$ cat src/rtl/core/csv_quoted_field_tokenizer_assert.svh
// Assertion macros for the CSV field tokenizer.
`ifndef CSV_QUOTED_FIELD_TOKENIZER_ASSERT_SVH
`define CSV_QUOTED_FIELD_TOKENIZER_ASSERT_SVH

`ifndef ASSERT_OFF
`define CQFT_ASSERT_IMPLY(label, clk, rst_n, ante, cons) \
  label: assert property (@(posedge clk) disable iff (!rst_n) (ante) |-> (cons)) \
    else $error("%m: check failed");
`define CQFT_ASSERT_NEXT(label, clk, rst_n, ante, cons) \
  label: assert property (@(posedge clk) disable iff (!rst_n) (ante) |=> (cons)) \
    else $error("%m: check failed");
`else
`define CQFT_ASSERT_IMPLY(label, clk, rst_n, ante, cons)
`define CQFT_ASSERT_NEXT(label, clk, rst_n, ante, cons)
`endif

`endif

$ cat src/rtl/core/cqft_pkg.sv
`default_nettype none

package cqft_pkg;

  localparam logic [7:0] CH_COMMA = 8'h2C;
  localparam logic [7:0] CH_QUOTE = 8'h22;

  localparam logic [1:0] ERR_NONE     = 2'd0;
  localparam logic [1:0] ERR_AFTER_Q  = 2'd1;
  localparam logic [1:0] ERR_UNCLOSED = 2'd2;

  typedef struct packed {
    logic [7:0] data_byte;
    logic       line_end;
  } in_word_t;

  typedef struct packed {
    logic       byte_valid;
    logic [7:0] out_byte;
    logic       field_end;
    logic       record_end;
    logic [1:0] error_code;
  } out_word_t;

endpackage

`default_nettype wire

$ cat src/rtl/core/cqft_step.sv
`default_nettype none

module cqft_step import cqft_pkg::*; (
  input  wire logic      clk_i,
  input  wire logic      rst_ni,
  input  wire logic      accept_i,
  input  wire in_word_t  word_i,
  output out_word_t      result_o
);

`include "csv_quoted_field_tokenizer_assert.svh"

  typedef enum logic [2:0] {
    MODE_PLAIN   = 3'd0,
    MODE_QUOTED  = 3'd1,
    MODE_PENDING = 3'd2,
    MODE_DISCARD = 3'd3
  } mode_e;

  mode_e      mode_q, mode_d;
  logic       empty_q, empty_d;
  logic [1:0] held_q, held_d;
  out_word_t  res;

  always_comb begin
    mode_d = mode_q;
    empty_d = empty_q;
    held_d = held_q;
    res = '0;
    if (word_i.line_end) begin
      res.record_end = 1'b1;
      case (mode_q)
        MODE_PLAIN, MODE_PENDING: res.field_end = 1'b1;
        MODE_QUOTED:              res.error_code = ERR_UNCLOSED;
        default:                  res.error_code = held_q;
      endcase
      mode_d = MODE_PLAIN;
      empty_d = 1'b1;
      held_d = ERR_NONE;
    end else begin
      case (mode_q)
        MODE_PLAIN: begin
          if (word_i.data_byte == CH_COMMA) begin
            res.field_end = 1'b1;
            empty_d = 1'b1;
          end else if (word_i.data_byte == CH_QUOTE && empty_q) begin
            mode_d = MODE_QUOTED;
          end else begin
            res.byte_valid = 1'b1;
            res.out_byte = word_i.data_byte;
            empty_d = 1'b0;
          end
        end
        MODE_QUOTED: begin
          if (word_i.data_byte == CH_QUOTE) begin
            mode_d = MODE_PENDING;
          end else begin
            res.byte_valid = 1'b1;
            res.out_byte = word_i.data_byte;
            empty_d = 1'b0;
          end
        end
        MODE_PENDING: begin
          if (word_i.data_byte == CH_QUOTE) begin
            res.byte_valid = 1'b1;
            res.out_byte = CH_QUOTE;
            empty_d = 1'b0;
            mode_d = MODE_QUOTED;
          end else if (word_i.data_byte == CH_COMMA) begin
            res.field_end = 1'b1;
            empty_d = 1'b1;
            mode_d = MODE_PLAIN;
          end else begin
            res.error_code = ERR_AFTER_Q;
            held_d = ERR_AFTER_Q;
            mode_d = MODE_DISCARD;
          end
        end
        default: begin
        end
      endcase
    end
  end

  assign result_o = res;

  always_ff @(posedge clk_i or negedge rst_ni) begin
    if (!rst_ni) begin
      mode_q <= MODE_PLAIN;
      empty_q <= 1'b1;
      held_q <= ERR_NONE;
    end else if (accept_i) begin
      mode_q <= mode_d;
      empty_q <= empty_d;
      held_q <= held_d;
    end
  end

  `CQFT_ASSERT_NEXT(a_line_clears, clk_i, rst_ni, accept_i && word_i.line_end,
    mode_q == MODE_PLAIN && empty_q && held_q == ERR_NONE)
  `CQFT_ASSERT_NEXT(a_err_discards, clk_i, rst_ni,
    accept_i && !word_i.line_end && res.error_code == ERR_AFTER_Q, mode_q == MODE_DISCARD)
  `CQFT_ASSERT_IMPLY(a_discard_held, clk_i, rst_ni, mode_q == MODE_DISCARD,
    held_q == ERR_AFTER_Q)
  `CQFT_ASSERT_IMPLY(a_quoted_nonempty, clk_i, rst_ni,
    mode_q == MODE_PENDING && !word_i.line_end && word_i.data_byte == CH_QUOTE,
    res.byte_valid && res.out_byte == CH_QUOTE)

endmodule

`default_nettype wire

$ cat src/rtl/core/cqft_out_reg.sv
`default_nettype none

module cqft_out_reg import cqft_pkg::*; (
  input  wire logic      clk_i,
  input  wire logic      rst_ni,
  input  wire logic      load_i,
  input  wire logic      drain_i,
  input  wire out_word_t word_i,
  output logic           full_o,
  output out_word_t      word_o
);

  logic      valid_q;
  out_word_t word_q;

  always_ff @(posedge clk_i or negedge rst_ni) begin
    if (!rst_ni) begin
      valid_q <= 1'b0;
    end else if (load_i) begin
      valid_q <= 1'b1;
    end else if (drain_i) begin
      valid_q <= 1'b0;
    end
  end

  always_ff @(posedge clk_i) begin
    if (load_i) begin
      word_q <= word_i;
    end
  end

  assign full_o = valid_q;
  assign word_o = word_q;

endmodule

`default_nettype wire

$ cat src/rtl/core/csv_quoted_field_tokenizer.sv
`default_nettype none

// CSV field tokenizer: one byte word per clock in, one result word per input word out,
// registered on acceptance. The parse state update and the result decode sit in one
// short stage ahead of a single result register, so throughput is one word per cycle;
// input stall rises only while that register holds a word that the output side stalls.

module csv_quoted_field_tokenizer import cqft_pkg::*; (
  input  wire logic      clk_i,
  input  wire logic      rst_ni,
  input  wire logic      in_valid_i,
  output logic           in_stall_o,
  input  wire in_word_t  in_word_i,
  output logic           out_valid_o,
  input  wire logic      out_stall_i,
  output out_word_t      out_word_o
);

  logic      accept;
  logic      drain;
  logic      full;
  out_word_t result;

  assign in_stall_o = full && out_stall_i;
  assign accept = in_valid_i && !in_stall_o;
  assign drain = full && !out_stall_i;

  cqft_step u_step (
    .clk_i    (clk_i),
    .rst_ni   (rst_ni),
    .accept_i (accept),
    .word_i   (in_word_i),
    .result_o (result)
  );

  cqft_out_reg u_out_reg (
    .clk_i   (clk_i),
    .rst_ni  (rst_ni),
    .load_i  (accept),
    .drain_i (drain),
    .word_i  (result),
    .full_o  (full),
    .word_o  (out_word_o)
  );

  assign out_valid_o = full;

endmodule

`default_nettype wire
$ cat config.mk
export PLATFORM = sky130hd
export DESIGN_NAME = csv_quoted_field_tokenizer
export DESIGN_NICKNAME = d
export VERILOG_FILES = /design/src/rtl/core/cqft_pkg.sv /design/src/rtl/core/cqft_step.sv /design/src/rtl/core/cqft_out_reg.sv /design/src/rtl/core/csv_quoted_field_tokenizer.sv
export VERILOG_INCLUDE_DIRS = /design/src /design/src/rtl/core
export SDC_FILE = /design/constraint.sdc
export NUM_CORES = 1
export LEC_CHECK = 0
export BUFFER_PORTS_ARGS = -buffer_cell sky130_fd_sc_hd__buf_2
export CAP_MARGIN = 0
export CORE_MARGIN = 5
export CORE_UTILIZATION = 40
export DETAILED_ROUTE_END_ITERATION = 8
export MAX_ROUTING_LAYER = met4
export PLACE_DENSITY_LB_ADDON = 0.08
export SLEW_MARGIN = 20
export SYNTH_ARGS = -nofsm -noshare
export SYNTH_HDL_FRONTEND = slang
export SYNTH_HIERARCHICAL = 1
export SYNTH_SLANG_ARGS = --single-unit
$ cat constraint.sdc
create_clock -name clk_i -period 3.3 [get_ports clk_i]
set_input_delay 0.165 -clock clk_i [delete_from_list [all_inputs] [get_ports clk_i]]
set_output_delay 0.165 -clock clk_i [all_outputs]
set_load 0.005 [all_outputs]
Word-level counts from Yosys, hierarchy flattened
Cells that the tools add are included.
W data, S select, Z words.

storage, ports and cells
  flip-flop bits (word level) = 20
  output and inout bits = 15
  word-level logic and storage cells = 71

cells by class
  equal/unequal tests = 12
  multiplexer cells = 36
  reductions and logical operators = 14

operators by type and width
  operator              count
  $mux W9               4
  $pmux W9 S3           1
  $mux W2               9
  $eq A8 B6 Y1 const B  2
  $mux W1               14
  $mux W3               4
  $reduce_and A5 Y1     2
  $pmux W3 S3           1
  $ne A3 B2 Y1 const B  2
  $ne A3 B3 Y1 const B  2
  $logic_and A1 B1 Y1   4
  $ne A2 B2 Y1 const B  2
  $ne A4 B2 Y1 const B  1
  $ne A4 B4 Y1 const B  1
  $pmux W2 S2           1
  $reduce_and A4 Y1     1
  $reduce_bool A2 Y1    2
  $reduce_bool A4 Y1    1
  $eq A3 B1 Y1 const B  1
  $eq A3 B2 Y1 const B  1
  $logic_not A3 Y1      1
  $pmux W1 S3           1
  $logic_not A1 Y1      2
  $pmux W1 S2           1
  $reduce_or A2 Y1      1

Longest topological paths before layout
Gate-level depths: netlist (run 1).

  depth in word-level cells = 6
  depth in mapped cells = 7
  mapped depth without buffers = 6

By module
The synthesis (run 1) kept the hierarchy.

by module, submodules not included
  module                      times used  cells an instance  area an instance (sq um)  seq. area each (sq um)
  cqft_step                   1           82                 661.9                     101.3
  cqft_out_reg                1           16                 426.7                     415.4
  csv_quoted_field_tokenizer  1           3                  23.8                      0.0

Worst setup path before layout (run 1)
Ideal clock, no wire load.

  path type = flip-flop to flip-flop
  start point = register u_out_reg.valid_q, in the netlist u_out_reg/full_o
  end point = register u_step.mode_q[1]
  library setup time = 78 ps
  arrival time = 2491 ps
  required time = 3222 ps
  slack = 731 ps
  cell stages (with the launch flop) = 6
  path through = dfrtp_1 a21boi_0 nand2b_1 nor4b_1 a22oi_1 o2bb2ai_1

on the way
  cells in the longest elaborated chain, start to end = 4

RTL lines
  element                      RTL line                          text
  start: declaration           cqft_out_reg.sv:13                logic valid_q;
  start signal: assignment     cqft_out_reg.sv:18                valid_q <= 1'b0;
  start signal: assignment     cqft_out_reg.sv:20                valid_q <= 1'b1;
  start signal: assignment     cqft_out_reg.sv:22                valid_q <= 1'b0;
  $logic_and A1 B1 Y1          csv_quoted_field_tokenizer.sv:24  assign in_stall_o = full && out_stall_i;
  $logic_not A1 Y1             csv_quoted_field_tokenizer.sv:25  assign accept = in_valid_i && !in_stall_o;
  $logic_and A1 B1 Y1          csv_quoted_field_tokenizer.sv:25
  via accept                   csv_quoted_field_tokenizer.sv:19  logic accept;
  $reduce_and A5 Y1 (no line)  -
  end signal: assignment       cqft_step.sv:93                   mode_q <= mode_d;
  end: declaration             cqft_step.sv:20                   mode_e mode_q, mode_d;

The timed path passes the listed nets, and every way through them passes these cells.
A chain may end at the register's enable or synchronous reset.

Worst setup path after layout (run 1)
  start point = register u_step.mode_q[1]
  end point = register u_step.mode_q[1]

on the way
  cells in the longest elaborated chain, start to end = 3

RTL lines
  element                                                        RTL line         text
  $eq A3 B1 Y1 (tied with other cells)                           cqft_step.sv:41  case (mode_q)
  $ne A3 B2 Y1 (no line) (tied with other cells)                 -
  $reduce_and A5 Y1 (no line) / $mux W3 (equally long branches)  -

Several ways; a longest one is shown, not always the timed one.

==> results of run 1 <==
-- flip-flops by register name, indices dropped and copies added, names as in the netlist --
signal and count:
u_out_reg/full_o 1, u_step/held_q 1, u_step/empty_q 1, u_step/mode_q 2, u_out_reg/word_o 13
-- routing by layer --
metal	up-vias	routed length [um]
met5	-	0
met4	0	39
met3	5	147
met2	25	1101
met1	430	1115
li1	440	-
-- layout make-up --
type                            count  area, um2  area share, %
Clock buffer                        4      26.28          2.025
Inverter                            7      26.28          2.025
Multi-Input combinational cell     69      536.8          41.37
Sequential cell                    18      516.7          39.83
Tap cell                           31      38.79          2.989
Timing Repair Buffer               29      152.6          11.76
-- timing repair --
action / CTS / global route
hold endpoints to repair: 5 / 0
hold buffers: 1 / 0
buffers inserted: 0 / 0
-- critical path, cell delays in order, from the launching register on --
cell and delay (ps):
dfrtp_1 420, inv_1 80, ha_1 310, or3_1 370, or4_1 430, o221ai_1 200, o2bb2ai_1 90
-- worst min path at each step --
| stage | slack [ps] | startpoint | endpoint |
|---|---|---|---|
| 2_1_floorplan | -130 | rst_ni | u_out_reg/full_o$_DFFE_PN0P_ |
| 3_3_place_gp | -10 | rst_ni | u_step/mode_q[1]$_DFFE_PN0P_ |
| 3_5_place_dp | -10 | rst_ni | u_step/mode_q[0]$_DFFE_PN0P_ |
| 4_1_cts | 180 | rst_ni | u_step/held_q[0]$_DFFE_PN0P_ |
| 5_1_grt | 170 | rst_ni | u_step/held_q[0]$_DFFE_PN0P_ |
| 6_report | 180 | rst_ni | u_step/held_q[0]$_DFFE_PN0P_ |
-- per-stage QoR --
step	total power (W)	hold WS (ps)
after CTS	0.0005541	180.0
after global routing	0.0005842	174.5
after detailed placement	0.0004340	-10.93
after floorplan	0.0003825	-130.6
after global placement	0.0004318	-14.71
final	0.0005468	178.7
-- layout by cell type (no fill, tap or decap), types with 2 or more instances in the layout --
cell / synthesis / layout
buf_2: 2 / 27
edfxtp_1: 13 / 13
and2_1: 8 / 8
inv_1: 7 / 7
ha_1: 5 / 5
dfrtp_1: 4 / 4
nor2_1: 4 / 4
clkbuf_4: 0 / 3
nand2_1: 3 / 3
nand2b_1: 3 / 3
nor4b_1: 3 / 3
nor3_1: 3 / 3
o211ai_1: 3 / 3
a21o_1: 2 / 2
a2111oi_2: 2 / 2
o21ai_0: 2 / 2
a21oi_1: 2 / 2
o221ai_1: 2 / 2
o2bb2ai_1: 2 / 2
-- power by group through the flow --
stage	registers, W	logic, W	clock network [W]
after floorplan	0.000294	0.0000887	0
after CTS	0.000288	0.000143	0.000124
after global placement	0.000292	0.000140	0
after detailed placement	0.000293	0.000142	0
after global routing	0.000292	0.000159	0.000133
final	0.000287	0.000142	0.000118
-- kinds of logic (layout without fill, tap and decap cells) --
group	count (synthesis)	count (layout)	share of synthesized area, %
adders and majority gates	5	5	5.624
and+or+nand+nor	34	34	20.25
AOI/OAI and AO/OA	29	29	21.37
buffers and inverters	14	40	5.287
DFF	18	18	46.46
muxes	1	1	1.012
==> metrics.txt, run 1 <==
Worst R2R Start=u_step/mode_q[1]$_DFFE_PN0P_; layout overhead on the synthesized area=16.65%; Synth Instances=101; Async SR Flop Fraction=27.78%; Clock Tree Buf Depth=2; MaxCap Viol Count=0; Peak supply drop=0.0002037 V; Net Sw Power=0.0001628 W; via count=900; Via-to-Cell Ratio=5.696; most frequent cell after synthesis=edfxtp_1; Non-Filler Instances=158; initial antenna violation count=0; dpl cells=153; Routed Antenna Nets=0; DP HPWL=1.757 mm; sequential share of the synthesized area=46.46%; Die W=62.74 um; Unique masters post-synth=45; Clk pwr share=21.6%; Clock Root Buffer=clkbuf_4; Num Clock Sinks=18; Syn Nets=119; Hold Fails Final Rpt=0; Slew Viols, Final=0; RD Place Congestion=0.8337; Final WS setup=1293 ps; die height=62.74 um; Num CTS Buffers=3; clk_lat worst skew=300 ps; CP Launch Type=flop; first-pass iteration count of the detailed router=4; Sw Share=29.78%; TritonCTS clock tree=built; outcome=complete, no violations; average wire per standard cell=15.22 um; H-tree lvl count=1; crit path to=u_step/mode_q[1]$_DFFE_PN0P_; internal power=0.0003839 W; initial core utilization=41.04%; Core Region=0.002710 mm2; fin crit period=2007 ps; Setup TNS Final=0 ps; share of layout cells above drive strength 1=31.50%; final net count=146; GRT busiest layer=met2; pin count of the biggest net entering global routing=20; critical path required time=3480 ps; Crit Path Max Fanout=10; vias in the first global route=859; flops & latches, synth=18; Top Ports=28; drt drc=0; reg-to-reg endpoint=u_step/mode_q[1]$_DFFE_PN0P_; Filler cells=267; Die Area=0.003936 mm2; most common flop cell mapped by yosys=edfxtp_1; synth top area cells=edfxtp_1 35%, dfrtp_1 9.0%, ha_1 5.6%; clk slew on worst S/H paths=110 ps; final core occ=47.88%; first-pass GRT wire length=4.036 mm; Placed Area=0.001261 mm2; Hold WC Path Type=in2async; measured slew at the worst slew-check pin=485.5 ps; Flop pwr share=52.5%; relative slew slack=67.18%; Yosys warning total=6; Worst EP arrival=2190 ps; clock skew=12.04 ps; CP Capture Type=flop; Gate power share=25.9%; initial drt markers=21; Setup Slack @ Placement=1311 ps; met2 Use GR=19.69%; post-cts sizing count=0; M3 GR Usage=3.237%; R2R setup slack=1290 ps; Yosys top cell area share=35.10%; met1 usage=16.89%; top post-synthesis cells by count=13 x edfxtp_1, 8 x and2_1, 7 x inv_1, 5 x ha_1; Peak Freq=498.2 MHz; number of synthesized flops with an enable pin=13; critical path class=reg2reg; cells on worst reg2reg path=6; final wirelength=2.404 mm; IO buf count=27; CP Launch Point=u_step/mode_q[1]$_DFFE_PN0P_; post-route cell area=0.001297 mm2; row count=19; Power Density=421.4 mW/mm2; final number of setup-violating endpoints=0; RSZ-0062 raised after global routing=no; P_leak=0.5353 nW; Post-Syn Area=0.001112 mm2; Ant. Diodes=0; average size of a mapped cell=11.01 um2; period utilization=60.83%; area leader, netlist=edfxtp_1; GRT Overall Usage=13.16%; overflow left after global routing=0
(Power assumes the default switching activity.)
==> run 2: changes to the inputs <==
==> constraint.sdc (replaced) <==
create_clock -name clk_i -period 2 [get_ports clk_i]
set_input_delay 0.1 -clock clk_i [delete_from_list [all_inputs] [get_ports clk_i]]
set_output_delay 0.1 -clock clk_i [all_outputs]
set_load 0.005 [all_outputs]
==> run 2 against run 1 <==
  * Setup slack worse by 1200 ps
  * Combinational power rose by 81%
  * Register-to-register slack got worse by 1200 ps
  * Highest routed layer unchanged
  * Non-clock buffer count grew 4
  * Flip-flop and latch count is the same
==> metrics.txt, run 2 (synthesis gave the netlist of run 1 again) <==
outcome=complete, no violations; layout overhead on the synthesized area=21.15%; die height=62.74 um (unchanged); Ant. Diodes=0 (unchanged); initial core utilization=41.04% (unchanged); Power Density=686.3 mW/mm2 (+63%); measured slew at the worst slew-check pin=529.7 ps (+44.16 ps); Largest register FFs=13 (unchanged); relative slew slack=64.19% (-3.0 points); fin crit period=1923 ps (-84.19 ps); Clock Root Buffer=clkbuf_4; Via-to-Cell Ratio=5.685 (-0.19%); final number of setup-violating endpoints=0 (unchanged); Filler cells=268 (+0.37%); RSZ-0062 raised after global routing=no; Clock Tree Buf Depth=2 (unchanged); Slew Viols, Final=0 (unchanged); Crit Path Max Fanout=6 (-4); average wire per standard cell=15.43 um (+1.4%); clk slew on worst S/H paths=110 ps (about the same); Peak supply drop=0.0003662 V (+80%); MaxCap Viol Count=0 (unchanged); Gate power share=27.8% (+1.9 points); RD Place Congestion=0.7647 (-8.3%); Min-Delay Startpoint=in_word_i[8]; overflow left after global routing=0 (unchanged); drt drc=0 (unchanged); via count=921 (+2.3%); Setup TNS Final=0 ps (unchanged); Hold Fails Final Rpt=0 (unchanged); initial drt markers=14 (-33%); WP buf/inv=0 (-1); worst hold slack=118.3 ps (-60.45 ps); TritonCTS clock tree=built; DP HPWL=1.897 mm (+8.0%); Core Region=0.002710 mm2 (unchanged); H-tree lvl count=1 (unchanged); critical path class=reg2reg; critical path cell sequence=or4bb_1 -> a211oi_2 -> o21ai_2 -> and2_1; Peak Freq=520.0 MHz (+4.4%); row count=19 (unchanged); period utilization=96.15% (+35 points); Flop pwr share=51.2% (-1.3 points); Num Clock Sinks=18 (unchanged); slowest stage delay, CP=580 ps (+150 ps); internal power=0.0006458 W (+68%); clk_lat worst skew=300 ps (about the same); final net count=150 (+2.7%); initial antenna violation count=0 (unchanged); Net Sw Power=0.0002790 W (+71%); Routed Antenna Nets=0 (unchanged); final wirelength=2.500 mm (+4.0%); first-pass GRT wire length=4.050 mm (+0.35%); delay-heaviest family, CP=simple AND/OR/NAND/NOR gates; Top Ports=28 (unchanged); Worst EP arrival=1970 ps (-220 ps); Post-CTS Setup Inserts=0 (unchanged); Hold WC Path Type=in2reg; GRT Overall Usage=12.95% (-0.21 points); IO buf count=27 (unchanged); CP max-delay cell=dfstp_2; CP Launch Point=u_step/empty_q$_DFFE_PN1P_; share of layout cells above drive strength 1=36.64% (+5.1 points); most frequent cells in the layout=27 x buf_2, 13 x edfxtp_1, 8 x and2_1; CP Capture Type=flop; Sw Share=30.17% (+0.39 points); Clk pwr share=20.9% (-0.7 points); Worst R2R Start=u_step/empty_q$_DFFE_PN1P_; leading cell type in the layout, fill and taps excluded=buf_2; pin count of the biggest net entering global routing=17 (-15%); clock skew=12.46 ps (+0.4175 ps); vias in the first global route=829 (-3.5%); critical path required time=2050 ps (-1430 ps); P_leak=0.5591 nW (+4.4%); first-pass iteration count of the detailed router=4 (unchanged); Num CTS Buffers=3 (unchanged); Die W=62.74 um (unchanged); Die Area=0.003936 mm2 (unchanged); CP Launch Type=flop
[run 2: cell count changes in the layout (fill, tap and decap cells not counted), sizes merged]
cell | before | now
buf | 28 | 32
[run 2: area by class of cell]
type / instances / area, um2 / area share [%]
Clock buffer: 4 / 26.28 / 1.950
Inverter: 7 / 26.28 / 1.950
Multi-Input combinational cell: 69 / 556.8 / 41.32
Sequential cell: 18 / 516.7 / 38.35
Tap cell: 31 / 38.79 / 2.878
Timing Repair Buffer: 33 / 182.7 / 13.56
[run 2: what timing repair did]
action                     CTS  global route
gates resized for setup      0             3
setup endpoints to repair    0             7
hold endpoints to repair     5             0
hold buffers                 1             0
[run 2: routing by layer]
| layer | part of all wire (%) | vias up | global-route usage [%] |
|---|---|---|---|
| li1 | - | 439 | - |
| met1 | 45 | 445 | 16.93 |
| met2 | 47 | 33 | 19.69 |
| met3 | 6.7 | 4 | 2.698 |
| met4 | 1.4 | 0 | 4.775 |
| met5 | 0 | - | - |
[run 2: power by group through the flow]
stage                     registers, W  clock network [W]  logic, W
final                         0.000474           0.000193  0.000257
after global routing          0.000481           0.000217  0.000283
after CTS                     0.000474           0.000201  0.000250
after detailed placement      0.000483                  0  0.000248
after global placement        0.000480                  0  0.000246
after floorplan               0.000485                  0  0.000147
[run 2: through the flow]
| stage | area (um2) | setup WS [ps] | power [W] | instances | util (%) |
|---|---|---|---|---|---|
| after floorplan | 1116 | 154.4 | 0.0006319 | 101 | - |
| after global placement | 1295 | 62.38 | 0.0007266 | 157 | 47.78 |
| after detailed placement | 1295 | 25.96 | 0.0007306 | 157 | 47.78 |
| after CTS | 1331 | 29.72 | 0.0009262 | 162 | 49.12 |
| after global routing | 1348 | 21.79 | 0.0009806 | 162 | 49.72 |
| final | 1348 | 76.90 | 0.0009248 | 162 | 49.72 |
[run 2: path summary, 6_finish.rpt]
check,cells past startpoint,to,slack [ps]
setup / recovery,4,u_out_reg/word_o[10]$_DFFE_PP_,80
max in group asynchronous,2,u_step/empty_q$_DFFE_PN1P_,1660
hold reg to reg,2,u_step/empty_q$_DFFE_PN1P_,550
setup reg to reg,4,u_out_reg/word_o[10]$_DFFE_PP_,80
min in group asynchronous,2,u_step/mode_q[0]$_DFFE_PN0P_,150
hold / removal,2,u_out_reg/word_o[11]$_DFFE_PP_,120
[run 2: worst register-to-register path, delay by kind of cell, from the launching register on]
kind               cells  cell delay [ps]
DFF                    1              580
AOI/OAI and AO/OA      2              420
and+or+nand+nor        2              670
==> run 3: changes to the inputs <==
--- a/config.mk
+++ b/config.mk
@@ -6,7 +6,7 @@
 export SDC_FILE = /design/constraint.sdc
 export NUM_CORES = 1
 export LEC_CHECK = 0
-export BUFFER_PORTS_ARGS = -buffer_cell sky130_fd_sc_hd__buf_2
+export BUFFER_PORTS_ARGS = -buffer_cell sky130_fd_sc_hd__buf_4
 export CAP_MARGIN = 0
 export CORE_MARGIN = 5
 export CORE_UTILIZATION = 40
==> run 3 against run 2 <==
  * Non-clock buffer count shrank 1
  * Setup slack gained 19 ps
  * Worst hold slack lost 17 ps
  * Combinational power grew 6%
  * Clock power is essentially flat
  * Flip-flop and latch count is the same
  * Sequential share of layout area shrank 1.8 points
  * First-iteration DRC count grew to 2.8 times the previous value
  * Clock-buffer cell count is the same
  * Clock skew shrank 3.8 ps
  * Total power grew 2.0%
  * Largest power group unchanged
  * Highest routed layer unchanged
==> metrics.txt, run 3 (synthesis gave the netlist of run 1 again) <==
outcome=complete, no violations; initial drt markers=39 (+25); share of layout cells above drive strength 1=36.92% (+0.28 points); die height=62.74 um (unchanged); Top Ports=28 (unchanged); Worst EP arrival=1960 ps (about the same); Peak Freq=525.3 MHz (+1.0%); Peak supply drop=0.0004174 V (+14%); worst hold slack=101.4 ps (-16.90 ps); critical path class=reg2reg; Via-to-Cell Ratio=5.447 (-4.2%); vias in the first global route=859 (+3.6%); most frequent cells in the layout=31 x buf_4, 13 x edfxtp_1, 8 x and2_1; Non-Filler Instances=161 (-0.62%); Hold Fails Final Rpt=0 (unchanged); Post-CTS Setup Inserts=0 (unchanged); pin count of the biggest net entering global routing=17 (unchanged); clk slew on worst S/H paths=110 ps (about the same); Clock Tree Buf Depth=2 (unchanged); via count=877 (-4.8%); dpl cells=156 (-0.64%); relative slew slack=63.26% (-0.92 points); leading cell type in the layout, fill and taps excluded=buf_4; clock skew=8.646 ps (-3.812 ps); initial core utilization=41.04% (unchanged); Die W=62.74 um (unchanged); Slew Viols, Final=0 (unchanged); Largest register FFs=13 (unchanged); Num CTS Buffers=3 (unchanged); initial antenna violation count=0 (unchanged); first-pass iteration count of the detailed router=4 (unchanged); critical path required time=2060 ps (about the same); first-pass GRT wire length=4.160 mm (+2.7%); GRT Overall Usage=13.79% (+0.84 points); Clock Root Buffer=clkbuf_4; Placed Area=0.001355 mm2 (+4.6%); CP Capture Type=flop; Routed Antenna Nets=0 (unchanged); H-tree lvl count=1 (unchanged); TritonCTS clock tree=built; layout overhead on the synthesized area=27.00%; RD Place Congestion=0.7885 (+3.1%); Power Density=667.7 mW/mm2 (-2.7%); CP Launch Type=flop; final wirelength=2.440 mm (-2.4%); Crit Path Max Fanout=6 (unchanged); Ant. Diodes=0 (unchanged); Die Area=0.003936 mm2 (unchanged); P_leak=0.5780 nW (+3.4%); R2R setup slack=100 ps (+20 ps); WP buf/inv=0 (unchanged); Filler cells=261 (-2.6%); post-route cell area=0.001413 mm2 (+4.8%); Num Clock Sinks=18 (unchanged); overflow left after global routing=0 (unchanged); MaxCap Viol Count=0 (unchanged); Setup TNS Final=0 ps (unchanged); row count=19 (unchanged); Hold WC Path Type=in2reg; average wire per standard cell=15.16 um (-1.8%); IO buf count=27 (unchanged); delay-heaviest family, CP=simple AND/OR/NAND/NOR gates; period utilization=95.19% (-0.97 points); final number of setup-violating endpoints=0 (unchanged); clk_lat worst skew=300 ps (about the same); fin crit period=1904 ps (-19.39 ps); drt drc=0 (unchanged); RSZ-0062 raised after global routing=no; DP HPWL=1.871 mm (-1.4%); CP max-delay cell=dfstp_2; Core Region=0.002710 mm2 (unchanged); measured slew at the worst slew-check pin=543.4 ps (+13.68 ps); final net count=149 (-0.67%); slowest stage delay, CP=570 ps (about the same); critical path cell sequence=or4bb_1 -> a211oi_2 -> o21ai_2 -> and2_1
-- run 3: cell count changes in the layout (fill, tap and decap cells not counted), sizes merged --
cell  before  now
buf       32   31
-- run 3: report_power, final --
part	switching (W)	leakage, nW	internal [W]	total (W)
clock network	0.000117	0.0150	0.0000777	0.000195
registers	0.0000224	0.190	0.000453	0.000475
logic	0.000138	0.373	0.000135	0.000273
-- run 3: per-layer routing --
metal | track usage, % | share of wire [%] | up-vias
met2 | 21.24 | 46 | 23
met1 | 17.26 | 46 | 408
met3 | 3.417 | 5.6 | 4
met4 | 5.570 | 1.8 | 0
li1 | - | - | 442
met5 | - | 0 | -
-- run 3: final timing paths --
path | startpoint | to | cells past startpoint
setup / recovery | u_step/empty_q$_DFFE_PN1P_ | u_out_reg/word_o[4]$_DFFE_PP_ | 4
hold / removal | in_word_i[7] | u_out_reg/word_o[10]$_DFFE_PP_ | 2
setup reg to reg | u_step/empty_q$_DFFE_PN1P_ | u_out_reg/word_o[4]$_DFFE_PP_ | 4
hold reg to reg | u_step/empty_q$_DFFE_PN1P_ | u_step/empty_q$_DFFE_PN1P_ | 2
max in group asynchronous | rst_ni | u_step/empty_q$_DFFE_PN1P_ | 2
min in group asynchronous | rst_ni | u_step/mode_q[0]$_DFFE_PN0P_ | 2
-- run 3: cell type report --
cell class / instances / area [um2] / area share (%)
Multi-Input combinational cell: 69 / 561.8 / 39.77
Timing Repair Buffer: 32 / 242.7 / 17.18
Tap cell: 31 / 38.79 / 2.746
Sequential cell: 18 / 516.7 / 36.58
Clock buffer: 4 / 26.28 / 1.860
Inverter: 7 / 26.28 / 1.860
-- run 3: through the flow --
step	power, W	worst slack (ps)	util [%]
after global placement	0.0007447	58.89	50.00
after floorplan	0.0006319	154.4	-
after global routing	0.0009983	12.02	52.12
after detailed placement	0.0007484	40.20	50.00
after CTS	0.0009462	29.89	51.34
final	0.0009432	96.29	52.12
-- run 3: timing repair --
action                                  CTS  global route
hold endpoints to repair                  5             0
endpoints found under the setup margin    0             8
hold buffers                              1             0
gates resized for setup                   0             4
